===== config.mk =====
export PLATFORM = sky130hd
export DESIGN_NAME = lc3_subset_cpu_step
export DESIGN_NICKNAME = d
export VERILOG_FILES = /design/src/design/lc3s_pkg.sv /design/src/design/lc3s_ram.sv /design/src/design/lc3s_wrap.sv /design/src/design/lc3s_exec.sv /design/src/design/lc3s_outq.sv /design/src/design/lc3_subset_cpu_step.sv
export SDC_FILE = /design/constraint.sdc
export NUM_CORES = 1
export LEC_CHECK = 0
export ABC_CLOCK_PERIOD_IN_PS = 5400
export BUFFER_PORTS_ARGS = -buffer_cell sky130_fd_sc_hd__clkbuf_2
export CAP_MARGIN = 20
export CELL_PAD_IN_SITES_DETAIL_PLACEMENT = 1
export CELL_PAD_IN_SITES_GLOBAL_PLACEMENT = 2
export CORE_ASPECT_RATIO = 1.2
export CORE_MARGIN = 2
export CORE_UTILIZATION = 45
export CTS_CLUSTER_SIZE = 10
export DETAILED_ROUTE_END_ITERATION = 16
export GPL_TIMING_DRIVEN = 0
export PLACE_DENSITY_LB_ADDON = 0.15
export SYNTH_ARGS = -nofsm -noshare
export SYNTH_HDL_FRONTEND = slang
export SYNTH_SLANG_ARGS = --single-unit

===== constraint.sdc =====
create_clock -name aclk -period 5.4 [get_ports aclk]
set_input_delay 1.08 -clock aclk [delete_from_list [all_inputs] [get_ports aclk]]
set_output_delay 1.08 -clock aclk [all_outputs]
set_load 0.005 [all_outputs]

===== src/design/lc3s_pkg.sv =====
`timescale 1ns / 1ps
`default_nettype none
// ----------------------------------------------------------------------------
// lc3s_pkg
// Shared types, instruction codes and helper functions of the LC-3 subset core.
// ----------------------------------------------------------------------------
package lc3s_pkg;

    // item commands
    localparam logic CMD_LOAD = 1'b0;
    localparam logic CMD_STEP = 1'b1;

    // opcodes of the supported subset
    localparam logic [3:0] OP_BR   = 4'd0;
    localparam logic [3:0] OP_ADD  = 4'd1;
    localparam logic [3:0] OP_LD   = 4'd2;
    localparam logic [3:0] OP_ST   = 4'd3;
    localparam logic [3:0] OP_AND  = 4'd5;
    localparam logic [3:0] OP_NOT  = 4'd9;
    localparam logic [3:0] OP_JMP  = 4'd12;
    localparam logic [3:0] OP_TRAP = 4'd15;

    // condition code bit positions
    localparam int CC_N_BIT = 2;
    localparam int CC_Z_BIT = 1;
    localparam int CC_P_BIT = 0;

    localparam int          REG_COUNT      = 8;
    localparam int          OUTQ_DEPTH     = 2;
    localparam logic [7:0]  HALT_VECTOR_RST = 8'd37;

    typedef struct packed {
        logic        cmd;
        logic [4:0]  load_addr;
        logic [15:0] load_data;
    } in_t;

    typedef struct packed {
        logic [15:0] pc_now;
        logic [15:0] instr;
        logic        flag_neg;
        logic        flag_zero;
        logic        flag_pos;
        logic        reg_written;
        logic [2:0]  dest_index;
        logic [15:0] dest_value;
        logic        mem_written;
        logic        halted;
    } out_t;

    // what one executed instruction changes
    typedef struct packed {
        logic        reg_we;
        logic [2:0]  dest;
        logic [15:0] dval;
        logic        mem_we;
        logic [15:0] mem_addr;
        logic [15:0] pc_new;
        logic [2:0]  cc_new;
        logic        halt_set;
    } exec_res_t;

    function automatic logic [15:0] sext9(input logic [15:0] ir);
        return {{7{ir[8]}}, ir[8:0]};
    endfunction

    function automatic logic [15:0] sext5(input logic [15:0] ir);
        return {{11{ir[4]}}, ir[4:0]};
    endfunction

    function automatic logic [2:0] codes_of(input logic [15:0] v);
        logic [2:0] cc;
        cc = '0;
        if (v == 16'd0) begin
            cc[CC_Z_BIT] = 1'b1;
        end else if (v[15]) begin
            cc[CC_N_BIT] = 1'b1;
        end else begin
            cc[CC_P_BIT] = 1'b1;
        end
        return cc;
    endfunction

endpackage
`default_nettype wire


===== src/design/lc3s_ram.sv =====
`timescale 1ns / 1ps
`default_nettype none
// ----------------------------------------------------------------------------
// lc3s_ram
// Generic single-write, single-read RAM with a registered read port.
// A read of the address being written returns the old word.
// ----------------------------------------------------------------------------
module lc3s_ram #(
    parameter int WIDTH = 16,
    parameter int DEPTH = 32,
    localparam int AW = $clog2(DEPTH)
) (
    input  wire logic             clk,
    input  wire logic             we,
    input  wire logic [AW-1:0]    waddr,
    input  wire logic [WIDTH-1:0] wdata,
    input  wire logic [AW-1:0]    raddr,
    output logic      [WIDTH-1:0] rdata
);

    logic [WIDTH-1:0] ram_reg [DEPTH];
    logic [WIDTH-1:0] rdata_reg;

    always_ff @(posedge clk) begin
        if (we) begin
            ram_reg[waddr] <= wdata;
        end
        rdata_reg <= ram_reg[raddr];
    end

    assign rdata = rdata_reg;

endmodule
`default_nettype wire


===== src/design/lc3s_wrap.sv =====
`timescale 1ns / 1ps
`default_nettype none
// ----------------------------------------------------------------------------
// lc3s_wrap
// Reduces a 16-bit address to a memory word index modulo DEPTH.
// Power-of-two depths take the low bits; others use an exact reciprocal.
// ----------------------------------------------------------------------------
module lc3s_wrap #(
    parameter int DEPTH = 32,
    localparam int AW = $clog2(DEPTH)
) (
    input  wire logic [15:0]   addr,
    output logic      [AW-1:0] idx
);

    generate
        if ((DEPTH & (DEPTH - 1)) == 0) begin : g_pow2
            assign idx = addr[AW-1:0];
        end else begin : g_recip
            // quotient is exact for 16-bit dividends with a 33-bit scale
            localparam logic [33:0] RECIP =
                34'(((64'd1 << 33) + 64'(DEPTH) - 64'd1) / 64'(DEPTH));
            logic [49:0] prod;
            logic [15:0] quot;
            logic [15:0] back;
            logic [15:0] rem;

            assign prod = 50'(addr) * 50'(RECIP);
            assign quot = prod[48:33];
            assign back = 16'(quot * 16'(DEPTH));
            assign rem  = addr - back;
            assign idx  = rem[AW-1:0];
        end
    endgenerate

endmodule
`default_nettype wire


===== src/design/lc3s_exec.sv =====
`timescale 1ns / 1ps
`default_nettype none
// ----------------------------------------------------------------------------
// lc3s_exec
// Execute logic: decodes one instruction word and works out the register
// write, memory store, next PC, condition codes and halt request.
// ----------------------------------------------------------------------------
module lc3s_exec (
    input  wire logic [15:0]         ir,
    input  wire logic [15:0]         pc_inc,
    input  wire logic [15:0]         rs1,
    input  wire logic [15:0]         rs2,
    input  wire logic [15:0]         ld_data,
    input  wire logic [2:0]          cc,
    input  wire logic [7:0]          halt_vec,
    output lc3s_pkg::exec_res_t      res
);

    import lc3s_pkg::*;

    logic [15:0] target;
    logic [15:0] opnd_b;
    logic        br_taken;

    assign target   = pc_inc + sext9(ir);
    assign opnd_b   = ir[5] ? sext5(ir) : rs2;
    assign br_taken = (ir[11] & cc[CC_N_BIT]) | (ir[10] & cc[CC_Z_BIT]) |
                      (ir[9] & cc[CC_P_BIT]);

    always_comb begin
        res          = '0;
        res.mem_addr = target;
        res.pc_new   = pc_inc;
        unique case (ir[15:12])
            OP_ADD: begin
                res.reg_we = 1'b1;
                res.dest   = ir[11:9];
                res.dval   = rs1 + opnd_b;
            end
            OP_AND: begin
                res.reg_we = 1'b1;
                res.dest   = ir[11:9];
                res.dval   = rs1 & opnd_b;
            end
            OP_NOT: begin
                res.reg_we = 1'b1;
                res.dest   = ir[11:9];
                res.dval   = ~rs1;
            end
            OP_LD: begin
                res.reg_we = 1'b1;
                res.dest   = ir[11:9];
                res.dval   = ld_data;
            end
            OP_ST: begin
                res.mem_we = 1'b1;
            end
            OP_BR: begin
                if (br_taken) begin
                    res.pc_new = target;
                end
            end
            OP_JMP: begin
                res.pc_new = rs1;
            end
            OP_TRAP: begin
                res.halt_set = (ir[7:0] == halt_vec);
            end
            default: begin
                // unsupported opcodes only advance the PC
            end
        endcase
        res.cc_new = res.reg_we ? codes_of(res.dval) : cc;
    end

endmodule
`default_nettype wire


===== src/design/lc3s_outq.sv =====
`timescale 1ns / 1ps
`default_nettype none
// ----------------------------------------------------------------------------
// lc3s_outq
// Two-entry result queue that decouples execution from the result consumer.
// ----------------------------------------------------------------------------
module lc3s_outq (
    input  wire logic            aclk,
    input  wire logic            aresetn,
    input  wire logic            push,
    input  wire lc3s_pkg::out_t  push_data,
    output logic                 m_valid,
    input  wire logic            m_ready,
    output lc3s_pkg::out_t       m_data
);

    import lc3s_pkg::*;

    localparam int PW = $clog2(OUTQ_DEPTH);

    out_t            slot_reg [OUTQ_DEPTH];
    logic [PW-1:0]   wr_ptr_reg, wr_ptr_next;
    logic [PW-1:0]   rd_ptr_reg, rd_ptr_next;
    logic [PW:0]     cnt_reg, cnt_next;
    logic            pop;

    assign m_valid = (cnt_reg != '0);
    assign m_data  = slot_reg[rd_ptr_reg];
    assign pop     = m_valid && m_ready;

    always_comb begin
        wr_ptr_next = push ? wr_ptr_reg + 1'b1 : wr_ptr_reg;
        rd_ptr_next = pop ? rd_ptr_reg + 1'b1 : rd_ptr_reg;
        cnt_next    = cnt_reg + (PW + 1)'(push) - (PW + 1)'(pop);
    end

    always_ff @(posedge aclk) begin
        if (!aresetn) begin
            wr_ptr_reg <= '0;
            rd_ptr_reg <= '0;
            cnt_reg    <= '0;
        end else begin
            wr_ptr_reg <= wr_ptr_next;
            rd_ptr_reg <= rd_ptr_next;
            cnt_reg    <= cnt_next;
        end
    end

    always_ff @(posedge aclk) begin
        if (push) begin
            slot_reg[wr_ptr_reg] <= push_data;
        end
    end

endmodule
`default_nettype wire


===== src/design/lc3_subset_cpu_step.sv =====
`timescale 1ns / 1ps
`default_nettype none
// ----------------------------------------------------------------------------
// lc3_subset_cpu_step
// LC-3 subset core: word memory and register file in synchronous RAMs.
// Results pass the fetch registers (b_*), the execute registers (c_*) and the queue.
// Steps: fetch read, operand and load reads, then execute and write back overlapping
// the next request's fetch. No request is taken while one is in fetch or the queue
// may be full. Reset: a clearing pass zeroes memory and loads register i with i;
// no request is taken until it ends. Configuration writes are always taken.
// ----------------------------------------------------------------------------
module lc3_subset_cpu_step #(
    parameter int MEM_WORDS = 32
) (
    input  wire logic            aclk,
    input  wire logic            aresetn,
    input  wire logic            s_valid,
    output logic                 s_ready,
    input  wire lc3s_pkg::in_t   s_data,
    output logic                 m_valid,
    input  wire logic            m_ready,
    output lc3s_pkg::out_t       m_data,
    input  wire logic            cfg_valid,
    output logic                 cfg_ready,
    input  wire logic [7:0]      cfg_data
);

    import lc3s_pkg::*;

    localparam int AW  = $clog2(MEM_WORDS);
    localparam int RAW = $clog2(REG_COUNT);

    // configuration and architectural state
    logic [7:0]  halt_vec_reg;
    logic [15:0] pc_reg, pc_next;
    logic [2:0]  cc_reg, cc_next;
    logic        halt_reg, halt_next;

    // clearing pass
    logic [AW:0] clr_cnt_reg, clr_cnt_next;
    logic        init_done;

    // pipeline registers
    logic        b_valid_reg, c_valid_reg;
    logic        b_cmd_reg, c_cmd_reg;
    logic [4:0]  b_addr_reg;
    logic [15:0] b_data_reg;
    logic [15:0] b_pc_reg;
    logic [15:0] c_ir_reg;
    logic [15:0] c_pc_inc_reg;
    logic        fwd_hit_reg, fwd_hit_next;
    logic [15:0] fwd_data_reg;

    logic [1:0]  occ_reg, occ_next;
    logic        in_acc, out_acc;

    // memory ports
    logic            mem_we;
    logic [AW-1:0]   mem_waddr, mem_raddr;
    logic [15:0]     mem_wdata, mem_rdata;
    logic            rf_we;
    logic [RAW-1:0]  rf_waddr, rf_raddr_a, rf_raddr_b;
    logic [15:0]     rf_wdata, rf_rdata_a, rf_rdata_b;

    logic [15:0]     b_ir, b_pc_inc, b_ld_addr;
    logic [AW-1:0]   ld_idx, load_idx, fetch_idx, st_idx;
    exec_res_t       res;
    logic            c_live;
    out_t            result;

    assign cfg_ready = 1'b1;
    assign init_done = (clr_cnt_reg == (AW + 1)'(MEM_WORDS));
    assign s_ready   = init_done && !b_valid_reg && (occ_reg < 2'(OUTQ_DEPTH));
    assign in_acc    = s_valid && s_ready;
    assign out_acc   = m_valid && m_ready;

    // ---------------- fetch / operand stage ----------------
    assign b_ir      = fwd_hit_reg ? fwd_data_reg : mem_rdata;
    assign b_pc_inc  = b_pc_reg + 16'd1;
    assign b_ld_addr = b_pc_inc + sext9(b_ir);
    assign rf_raddr_a = b_ir[8:6];
    assign rf_raddr_b = (b_ir[15:12] == OP_ST) ? b_ir[11:9] : b_ir[2:0];

    lc3s_wrap #(.DEPTH(MEM_WORDS)) u_wrap_ld (.addr(b_ld_addr), .idx(ld_idx));
    lc3s_wrap #(.DEPTH(MEM_WORDS)) u_wrap_load (.addr(16'(b_addr_reg)), .idx(load_idx));

    // ---------------- execute stage ----------------
    lc3s_exec u_exec (
        .ir       (c_ir_reg),
        .pc_inc   (c_pc_inc_reg),
        .rs1      (rf_rdata_a),
        .rs2      (rf_rdata_b),
        .ld_data  (mem_rdata),
        .cc       (cc_reg),
        .halt_vec (halt_vec_reg),
        .res      (res)
    );

    assign c_live = c_valid_reg && (c_cmd_reg == CMD_STEP) && !halt_reg;

    always_comb begin
        pc_next   = c_live ? res.pc_new : pc_reg;
        cc_next   = c_live ? res.cc_new : cc_reg;
        halt_next = halt_reg || (c_live && res.halt_set);
    end

    lc3s_wrap #(.DEPTH(MEM_WORDS)) u_wrap_fetch (.addr(pc_next), .idx(fetch_idx));
    lc3s_wrap #(.DEPTH(MEM_WORDS)) u_wrap_st (.addr(res.mem_addr), .idx(st_idx));

    // a store in execute and the next fetch share a cycle: forward the stored word
    assign fwd_hit_next = c_live && res.mem_we && (st_idx == fetch_idx);

    always_comb begin
        result             = '0;
        result.pc_now      = pc_next;
        result.instr       = c_live ? c_ir_reg : 16'd0;
        result.flag_neg    = cc_next[CC_N_BIT];
        result.flag_zero   = cc_next[CC_Z_BIT];
        result.flag_pos    = cc_next[CC_P_BIT];
        result.reg_written = c_live && res.reg_we;
        result.dest_index  = result.reg_written ? res.dest : 3'd0;
        result.dest_value  = result.reg_written ? res.dval : 16'd0;
        result.mem_written = c_live && res.mem_we;
        result.halted      = halt_next;
    end

    // ---------------- memory port selection ----------------
    assign mem_raddr = b_valid_reg ? ld_idx : fetch_idx;

    always_comb begin
        mem_we    = 1'b0;
        mem_waddr = clr_cnt_reg[AW-1:0];
        mem_wdata = 16'd0;
        priority if (!init_done) begin
            mem_we = 1'b1;
        end else if (b_valid_reg && (b_cmd_reg == CMD_LOAD)) begin
            mem_we    = 1'b1;
            mem_waddr = load_idx;
            mem_wdata = b_data_reg;
        end else if (c_live && res.mem_we) begin
            mem_we    = 1'b1;
            mem_waddr = st_idx;
            mem_wdata = rf_rdata_b;
        end
    end

    always_comb begin
        rf_we    = 1'b0;
        rf_waddr = clr_cnt_reg[RAW-1:0];
        rf_wdata = 16'(clr_cnt_reg[RAW-1:0]);
        priority if (!init_done) begin
            rf_we = (clr_cnt_reg < (AW + 1)'(REG_COUNT));
        end else if (c_live && res.reg_we) begin
            rf_we    = 1'b1;
            rf_waddr = res.dest;
            rf_wdata = res.dval;
        end
    end

    lc3s_ram #(.WIDTH(16), .DEPTH(MEM_WORDS)) u_mem (
        .clk   (aclk),
        .we    (mem_we),
        .waddr (mem_waddr),
        .wdata (mem_wdata),
        .raddr (mem_raddr),
        .rdata (mem_rdata)
    );

    // register file: two copies written together give two read ports
    lc3s_ram #(.WIDTH(16), .DEPTH(REG_COUNT)) u_rf_a (
        .clk   (aclk),
        .we    (rf_we),
        .waddr (rf_waddr),
        .wdata (rf_wdata),
        .raddr (rf_raddr_a),
        .rdata (rf_rdata_a)
    );

    lc3s_ram #(.WIDTH(16), .DEPTH(REG_COUNT)) u_rf_b (
        .clk   (aclk),
        .we    (rf_we),
        .waddr (rf_waddr),
        .wdata (rf_wdata),
        .raddr (rf_raddr_b),
        .rdata (rf_rdata_b)
    );

    lc3s_outq u_outq (
        .aclk      (aclk),
        .aresetn   (aresetn),
        .push      (c_valid_reg),
        .push_data (result),
        .m_valid   (m_valid),
        .m_ready   (m_ready),
        .m_data    (m_data)
    );

    // ---------------- registers ----------------
    always_comb begin
        clr_cnt_next = init_done ? clr_cnt_reg : clr_cnt_reg + 1'b1;
        occ_next     = occ_reg + 2'(in_acc) - 2'(out_acc);
    end

    always_ff @(posedge aclk) begin
        if (!aresetn) begin
            halt_vec_reg <= HALT_VECTOR_RST;
            pc_reg       <= '0;
            cc_reg       <= '0;
            halt_reg     <= 1'b0;
            clr_cnt_reg  <= '0;
            b_valid_reg  <= 1'b0;
            c_valid_reg  <= 1'b0;
            occ_reg      <= '0;
        end else begin
            if (cfg_valid && cfg_ready) begin
                halt_vec_reg <= cfg_data;
            end
            pc_reg      <= pc_next;
            cc_reg      <= cc_next;
            halt_reg    <= halt_next;
            clr_cnt_reg <= clr_cnt_next;
            b_valid_reg <= in_acc;
            c_valid_reg <= b_valid_reg;
            occ_reg     <= occ_next;
        end
    end

    always_ff @(posedge aclk) begin
        if (in_acc) begin
            b_cmd_reg  <= s_data.cmd;
            b_addr_reg <= s_data.load_addr;
            b_data_reg <= s_data.load_data;
            b_pc_reg   <= pc_next;
        end
        c_cmd_reg    <= b_cmd_reg;
        c_ir_reg     <= b_ir;
        c_pc_inc_reg <= b_pc_inc;
        fwd_hit_reg  <= fwd_hit_next;
        fwd_data_reg <= rf_rdata_b;
    end

endmodule
`default_nettype wire


# ---- After elaboration in Yosys (flattened, before gate mapping)
# Memories as Yosys holds them, arrays and structs flattened. A register that Yosys moved wholly into a read port is not among the register bits.
# Cells that the tools add are included.
dict set report word_totals {
  reg_bits 130
  ram_bits 882
  inputBits 35
  output_inout_bits 60
  n_memories 4
}
# memory depth width rd rd_clocked_by_memory_dff wr line_no
set mem_list {}
lappend mem_list {u_mem.ram_reg 32 16 1 1 1 lc3s_ram.sv:21} ;# logic [WIDTH-1:0] ram_reg [DEPTH];
lappend mem_list {u_rf_a.ram_reg 8 16 1 1 1 lc3s_ram.sv:21}
lappend mem_list {u_rf_b.ram_reg 8 16 1 1 1 lc3s_ram.sv:21}
lappend mem_list {u_outq.slot_reg 2 57 1 1 1 lc3s_outq.sv:21} ;# out_t slot_reg [OUTQ_DEPTH];
dict set report classes {
  add_sub_neg 11
  n_lt_le_gt_ge 2
  n_eq_ne 11
  n_mux 43
  bitwise_logic 8
  reduce_logical 17
}
# operator n
set ops {}
lappend ops {{$mux W16} 11}
lappend ops {{$pmux W20 S4} 1}
lappend ops {{$add A16 B16 Y16} 2}
lappend ops {{$pmux W16 S2} 1}
lappend ops {{$mux W1} 20}
lappend ops {{$mux W5} 4}
lappend ops {{$mux W3} 6}
lappend ops {{$add A16 B1 Y16 const B} 1}
lappend ops {{$and A16 B16 Y16} 1}
lappend ops {{$logic_not A16 Y1} 1}
lappend ops {{$not A16 Y16} 1}
lappend ops {{$eq A4 B2 Y1 const B} 3}
lappend ops {{$eq A4 B4 Y1 const B} 3}
lappend ops {{$logic_and A1 B1 Y1} 11}
lappend ops {{$eq A8 B8 Y1} 1}
lappend ops {{$add A6 B1 Y6 const B} 1}
lappend ops {{$eq A6 B6 Y1 const B} 1}
lappend ops {{$lt A6 B4 Y1 const B} 1}
lappend ops {{$add A5 B5 Y5} 1}
lappend ops {{$eq A5 B5 Y1} 1}
lappend ops {{$add A2 B1 Y2} 2}
lappend ops {{$eq A4 B1 Y1 const B} 1}
lappend ops {{$eq A4 B3 Y1 const B} 1}
lappend ops {{$logic_not A4 Y1} 1}
lappend ops {{9 further kinds} 15}

# ---- Longest topological paths before layout
dict set report depth {
  word_depth 8
  depth_mapped 15
}

# ---- Hierarchy
# A second synthesis with hierarchy kept.
dict set report unflattened {
  hier_cells 2708
  area_unflattened_um2 44058.5
}
# mod n_inst cells_each area_per_inst_um2 seq_area_each_um2
set modules_own_cells {}
lappend modules_own_cells {{lc3s_ram (u_mem)} 1 1143 20535.9 15695.1}
lappend modules_own_cells {{lc3s_ram (u_rf_a ...)} 2 214 5293.8 4164.0}
lappend modules_own_cells {lc3_subset_cpu_step 1 544 5775.5 2902.8}
lappend modules_own_cells {lc3s_outq 1 199 4470.5 3523.4}
lappend modules_own_cells {lc3s_exec 1 374 2538.7 0.0}
lappend modules_own_cells {lc3s_wrap 4 5 37.5 0.0}

# ---- Worst setup path before layout
# No wires, ideal clock.
dict set report synth_path {
  path_type {reg-to-reg}
  start {reg c_ir_reg[5]}
  end {mem u_outq.slot_reg[0][23] (netlist bit) (data pin)}
  arrival_time_ns 3.656
  required_ns 5.214
  slack_ns 1.558
  path_stages_with_launch 13
  period_less_slack_ns 3.842
  cell_sequence {dfxtp_1 > clkbuf_1 > mux2_2 > ha_1 > fa_1 > a211oi_1 > o21ai_0 > a41o_1 > a211oi_1 > xor2_1 > o21ai_0 > or4_1 > o31ai_1}
}
dict set report synth_via {
  elab_chain_len 7
}
# item line_no
set synth_rtl {}
lappend synth_rtl {{start: declaration} lc3_subset_cpu_step.sv:49} ;# logic [15:0] c_ir_reg;
lappend synth_rtl {{start signal: assignment} lc3_subset_cpu_step.sv:236} ;# c_ir_reg <= b_ir;
lappend synth_rtl {{$mux W16 *} lc3s_exec.sv:26} ;# assign opnd_b = ir[5] ? sext5(ir) : rs2;
lappend synth_rtl {{$add A16 B16 Y16 / $and A16 B16 Y16 (equally long branches)} {lc3s_exec.sv:38, lc3s_exec.sv:43}}
lappend synth_rtl {{$pmux W20 S4 *} lc3s_exec.sv:34} ;# unique case (ir[15:12])
lappend synth_rtl {{$logic_not A16 Y1 *} lc3s_pkg.sv:74} ;# if (v == 16'd0) begin
lappend synth_rtl {{$mux W1 *} lc3s_pkg.sv:74}
lappend synth_rtl {{$mux W3 *} lc3s_exec.sv:73} ;# res.cc_new = res.reg_we ? codes_of(res.dval) : cc;
lappend synth_rtl {{$mux W3 *} lc3_subset_cpu_step.sv:103} ;# cc_next = c_live ? res.cc_new : cc_reg;
lappend synth_rtl {{named net cc_next[1]} lc3_subset_cpu_step.sv:36} ;# logic [2:0] cc_reg, cc_next;
lappend synth_rtl {{end: declaration} lc3s_outq.sv:21}
# The timed path passes the listed nets; every way through them passes the cells marked *.

# ---- Worst setup path after layout
dict set report layout_path {
  start {reg fwd_hit_reg}
  end {reg u_mem.rdata_reg[14] (netlist: u_mem.rdata[14]), read port of u_mem.ram_reg}
}
dict set report layout_via {
  elab_chain_len 3
}
# item line_no
set layout_rtl {}
lappend layout_rtl {{start: declaration} lc3_subset_cpu_step.sv:51} ;# logic fwd_hit_reg, fwd_hit_next;
lappend layout_rtl {{start signal: assignment} lc3_subset_cpu_step.sv:238} ;# fwd_hit_reg <= fwd_hit_next;
lappend layout_rtl {{$mux W16} lc3_subset_cpu_step.sv:78} ;# assign b_ir = fwd_hit_reg ? fwd_data_reg : mem_rdata;
lappend layout_rtl {{named net b_ir[0]} lc3_subset_cpu_step.sv:65} ;# logic [15:0] b_ir, b_pc_inc, b_ld_addr;
lappend layout_rtl {{$add A5 B5 Y5} lc3_subset_cpu_step.sv:80} ;# assign b_ld_addr = b_pc_inc + sext9(b_ir);
lappend layout_rtl {{$mux W5} lc3_subset_cpu_step.sv:128} ;# assign mem_raddr = b_valid_reg ? ld_idx : fetch_idx;
lappend layout_rtl {{end: declaration} lc3s_ram.sv:22} ;# logic [WIDTH-1:0] rdata_reg;
# The timed path passes the listed nets, and every way through them passes these cells.
# A chain may end at the register's enable or synchronous reset.

==> report_table.html <==
<table>
<tr><th>Metric</th><th>Value</th></tr>
<tr><th colspan="2">Global route</th></tr>
<tr><td>Remaining Overflow, GRT</td><td>0</td></tr>
<tr><td>Maximum number of pins on one net before global-route repair</td><td>40</td></tr>
<tr><td>Busiest layer in global routing</td><td>met2</td></tr>
<tr><td>Number of antenna violations at the first check in global routing</td><td>0</td></tr>
<tr><td>Met2 Resource Use GR</td><td>50.6%</td></tr>
<tr><td>Via count of the first global-routing pass</td><td>27.7k</td></tr>
<tr><td>Overall fraction of global-route tracks in use</td><td>28.8%</td></tr>
<tr><td>First-pass GRT wire length</td><td>188 mm</td></tr>
<tr><td>GR met3 Demand/Resource</td><td>3.19%</td></tr>
<tr><td>Met1 usage</td><td>35.6%</td></tr>
<tr><th colspan="2">Layout</th></tr>
<tr><td>Utilization of the core after routing</td><td>52.6%</td></tr>
<tr><td>Antenna Cells</td><td>0</td></tr>
<tr><td>Layout Cell Area excl Fill</td><td>0.0455 mm²</td></tr>
<tr><td>Number of flip-flops under the largest register name</td><td>512</td></tr>
<tr><td>Area delta synth-&gt;final</td><td>15.6%</td></tr>
<tr><td>Layout net count</td><td>3,261</td></tr>
<tr><td>Filler cell count in the final layout</td><td>8,586</td></tr>
<tr><td>Fraction of layout instances using a drive strength above 1</td><td>17.6%</td></tr>
<tr><th colspan="2">Route</th></tr>
<tr><td>Average wire per cell in the routed design</td><td>29.5 µm</td></tr>
<tr><td>Number of violations reported at the end of detailed-routing iteration 0</td><td>2,276</td></tr>
<tr><td>Detailed-route via count</td><td>26.3k</td></tr>
<tr><td>Vias per cell</td><td>5.99</td></tr>
<tr><td>DRC violation count after routing</td><td>0</td></tr>
<tr><td>Sum of routed wire length over all layers</td><td>129 mm</td></tr>
<tr><td>Count of nets left with antenna violations after detail routing</td><td>0</td></tr>
<tr><td>First-pass iteration count of the detailed router</td><td>5</td></tr>
<tr><th colspan="2">Clock network</th></tr>
<tr><td>Root buffer selected by CTS</td><td>sky130_fd_sc_hd__clkbuf_16</td></tr>
<tr><td>Number of sinks handled by clock tree synthesis</td><td>933</td></tr>
<tr><td>Maximum clock path buffer count</td><td>3</td></tr>
<tr><td>CTS Hold Bufs</td><td>0</td></tr>
<tr><td>TritonCTS clock tree</td><td>yes</td></tr>
<tr><td>Clk_lat worst skew</td><td>0.69 ns</td></tr>
<tr><td>CTS Buf Count</td><td>105</td></tr>
<tr><td>CTS clock-pin slew for the worst setup and hold paths</td><td>0.05 ns</td></tr>
<tr><td>CTS H-tree depth</td><td>3</td></tr>
<tr><th colspan="2">Synth</th></tr>
<tr><td>Most frequent cells after synthesis</td><td>sky130_fd_sc_hd__edfxtp_1, sky130_fd_sc_hd__nand2_1, sky130_fd_sc_hd__dfxtp_1</td></tr>
<tr><td>Number of distinct library cells after synthesis</td><td>86</td></tr>
<tr><td>Gate count after technology mapping</td><td>2,920</td></tr>
<tr><td>Share of synthesized flip-flops with an asynchronous set or reset</td><td>0%</td></tr>
<tr><td>Cell accounting for the most synthesized area</td><td>sky130_fd_sc_hd__edfxtp_1</td></tr>
<tr><td>Post-synth top area share</td><td>60.5%</td></tr>
<tr><td>Most frequent cell after synthesis</td><td>sky130_fd_sc_hd__edfxtp_1</td></tr>
<tr><td>Mapped cell area</td><td>0.0393 mm²</td></tr>
<tr><td>Synth Warn #</td><td>0</td></tr>
<tr><td>FF+latch count, synth</td><td>933</td></tr>
<tr><td>Top cells by area, synth</td><td>sky130_fd_sc_hd__edfxtp_1, sky130_fd_sc_hd__dfxtp_1, sky130_fd_sc_hd__nand2_1</td></tr>
<tr><td>Primary flip-flop cell chosen by synthesis mapping</td><td>sky130_fd_sc_hd__edfxtp_1</td></tr>
<tr><td>EDFF count, synth</td><td>792</td></tr>
<tr><td>Sequential-to-total area share from yosys stat</td><td>67.6%</td></tr>
<tr><td>Syn nets</td><td>3,000</td></tr>
<tr><td>Synthesized area per cell</td><td>13.5 µm²</td></tr>
<tr><th colspan="2">Power and ir drop</th></tr>
<tr><td>Fraction of power consumed by sequential logic</td><td>50.5%</td></tr>
<tr><td>Power share of the combinational group</td><td>10.0%</td></tr>
<tr><td>Power Internal</td><td>12.2 mW</td></tr>
<tr><td>Switching share of power</td><td>24.6%</td></tr>
<tr><td>Static Leakage</td><td>14.9 nW</td></tr>
<tr><td>Max rail drop VDD</td><td>250 µV</td></tr>
<tr><td>Power Density</td><td>357 mW/mm²</td></tr>
<tr><td>Switching pwr</td><td>3.99 mW</td></tr>
<tr><td>Power share of the clock group</td><td>39.6%</td></tr>
<tr><th colspan="2">Worst setup path</th></tr>
<tr><td>Critical path capture point type</td><td>register</td></tr>
<tr><td>Worst path cell trace</td><td>clkbuf_1 &gt; buf_2 &gt; mux2_2 &gt; ha_1 &gt; fa_1 &gt; and2_1 &gt; a41o_1 &gt; nor2_1 &gt; buf_2 &gt; buf_1 &gt; clkbuf_2 &gt; a211oi_1 &gt; a31oi_1 &gt; o221ai_1 &gt; a211oi_1</td></tr>
<tr><td>Maximum fanout along the worst path</td><td>10</td></tr>
<tr><td>Worst Setup Path Type</td><td>register to register</td></tr>
<tr><td>Req. time, crit path</td><td>5.90 ns</td></tr>
<tr><td>Maximum single-stage delay on the critical path</td><td>0.59 ns</td></tr>
<tr><td>Kind of start point of the critical path</td><td>register</td></tr>
<tr><td>Cell with the largest stage delay on the worst path</td><td>sky130_fd_sc_hd__a211oi_1</td></tr>
<tr><td>Worst EP arrival</td><td>5.85 ns</td></tr>
<tr><th colspan="2">Timing</th></tr>
<tr><td>Final Hold Fails</td><td>0</td></tr>
<tr><td>Min Clock Period, post-route</td><td>5.35 ns</td></tr>
<tr><td>Tcrit/Tclk final</td><td>99.1%</td></tr>
<tr><td>Minimum hold slack</td><td>0.380 ns</td></tr>
<tr><td>Max-slew violation count</td><td>0</td></tr>
<tr><td>Setup violations, final</td><td>0</td></tr>
<tr><td>Slew at the pin closest to its max-slew limit</td><td>1.11 ns</td></tr>
<tr><td>Setup repair after global routing missed its margin</td><td>false</td></tr>
<tr><td>Clock skew</td><td>0.0292 ns</td></tr>
<tr><td>Final worst slack</td><td>0.0467 ns</td></tr>
<tr><td>Worst slew margin relative to its limit</td><td>26.1%</td></tr>
<tr><td>Top achievable clock speed</td><td>187 MHz</td></tr>
<tr><th colspan="2">Floorplan</th></tr>
<tr><td>Full die area</td><td>0.0898 mm²</td></tr>
<tr><td>Die Ht</td><td>328 µm</td></tr>
<tr><td>Row Count</td><td>118</td></tr>
<tr><td>I/O pin count</td><td>95</td></tr>
<tr><td>Area of the core region</td><td>0.0865 mm²</td></tr>
<tr><td>Starting density of the core</td><td>45.5%</td></tr>
<tr><td>Horizontal die dimension</td><td>274 µm</td></tr>
<tr><th colspan="2">Placement</th></tr>
<tr><td>Placer Congestion</td><td>0.911</td></tr>
<tr><td>Worst slack after detailed placement</td><td>-0.638 ns</td></tr>
<tr><td>Placed Area</td><td>0.0424 mm²</td></tr>
<tr><td>Estimated wirelength of the detail-placed design</td><td>94.5 mm</td></tr>
<tr><td>Number of buffer cells added on primary ports</td><td>91</td></tr>
<tr><th colspan="2">Min path</th></tr>
<tr><td>Hold Crit Class</td><td>register to register</td></tr>
<tr><th colspan="2">Run</th></tr>
<tr><td>Number of max-cap violations</td><td>0</td></tr>
<tr><th colspan="2">Status</th></tr>
<tr><td>Outcome</td><td>completed</td></tr>
</table>
-- cells by family (layout without fill, tap and decap cells) --
family,after synthesis,after routing,share of synthesized area [%]
adders and majority gates,45,45,1.49
muxes,215,215,6.91
and+or+nand+nor,917,917,10.6
DFF,933,933,67.6
xor gates and xnor gates,63,63,1.44
buffers and inverters,223,551,2.37
other,1,1,0.00953
AOI/OAI and AO/OA,523,523,9.52
-- path summary, 6_finish.rpt --
| kind | from | end | slack [ns] | cells after the start |
|---|---|---|---|---|
| worst max register to register | fwd_hit_reg$_DFF_P_ | u_mem.rdata[14]$_DFF_P_ | 0.05 | 15 |
| worst max-delay path | fwd_hit_reg$_DFF_P_ | u_mem.rdata[14]$_DFF_P_ | 0.05 | 15 |
| worst min register to register | u_rf_b.rdata[1]$_DFF_P_ | fwd_data_reg[1]$_DFF_P_ | 0.38 | 0 |
| worst min-delay path | u_rf_b.rdata[1]$_DFF_P_ | fwd_data_reg[1]$_DFF_P_ | 0.38 | 0 |
-- power groups by stage --
stage / clock network, mW / registers, mW / logic [mW]
finish: 6.42 / 8.19 / 1.62
global route: 6.76 / 8.20 / 1.75
CTS: 6.51 / 8.18 / 1.61
detailed placement: 0 / 8.33 / 1.60
global placement: 0 / 8.33 / 1.54
floorplan: 0 / 8.19 / 1.05
-- cell usage in the layout, fill, tap and decap left out, types with 36 or more instances in the layout --
| cell type | count |
|---|---|
| sky130_fd_sc_hd__edfxtp_1 | 792 |
| sky130_fd_sc_hd__nand2_1 | 439 |
| sky130_fd_sc_hd__clkbuf_1 | 167 |
| sky130_fd_sc_hd__dfxtp_1 | 141 |
| sky130_fd_sc_hd__nand3_1 | 127 |
| sky130_fd_sc_hd__mux2_2 | 126 |
| sky130_fd_sc_hd__a211oi_1 | 111 |
| sky130_fd_sc_hd__clkbuf_16 | 107 |
| sky130_fd_sc_hd__clkbuf_2 | 102 |
| sky130_fd_sc_hd__nor2_1 | 100 |
| sky130_fd_sc_hd__and3_1 | 94 |
| sky130_fd_sc_hd__o21ai_0 | 86 |
| sky130_fd_sc_hd__a21oi_1 | 51 |
| sky130_fd_sc_hd__mux2i_1 | 50 |
| sky130_fd_sc_hd__a31oi_1 | 46 |
| sky130_fd_sc_hd__ha_1 | 42 |
| sky130_fd_sc_hd__nor2_2 | 37 |
| sky130_fd_sc_hd__buf_8 | 36 |
-- timing repair --
item,4_1_cts,5_1_grt
gates resized for setup,8,11
setup buffers,3,0
pin swaps,1,0
endpoints found under the setup margin,16,15
-- routing by layer --
layer	routed length, µm	share of wire, %	vias up
met5	0	0	-
met4	6290	4.9	0
met3	6030	4.7	271
met2	65900	51	849
met1	51100	40	13498
li1	-	-	11645
-- final cells by class --
| cell class | count | area, µm² | area share, % |
|---|---|---|---|
| clock buffers | 164 | 2890 | 6.36 |
| plain buffers | 186 | 808 | 1.78 |
| flip-flops and latches | 933 | 26600 | 58.5 |
| inverters | 37 | 139 | 0.305 |
| well taps | 1140 | 1430 | 3.14 |
| clock inverters | 10 | 88.8 | 0.195 |
| multi-input cells | 1764 | 12100 | 26.6 |
| repair buffers | 154 | 1440 | 3.17 |
-- critical path: cells and delay by family, from the launching register on --
kind / cells / cell delay (ns)
AO/OA/AOI/OAI: 5 / 1.23
buffers and inverters: 5 / 2.15
multiplexers: 1 / 0.44
adder cells (fa/ha/maj): 2 / 0.71
flip-flops: 1 / 0.31
AND/OR/NAND/NOR: 2 / 0.32
-- metrics by stage --
stage / TNS (ns) / total power, mW / instances
floorplan: 0 / 9.24 / 2920
global placement: -65.87 / 9.86 / 4151
detailed placement: -7.12 / 9.93 / 4207
CTS: 0 / 16.3 / 4384
global route: 0 / 16.7 / 4388
finish: 0 / 16.2 / 4388
Power figures use the tool's default switching activity.
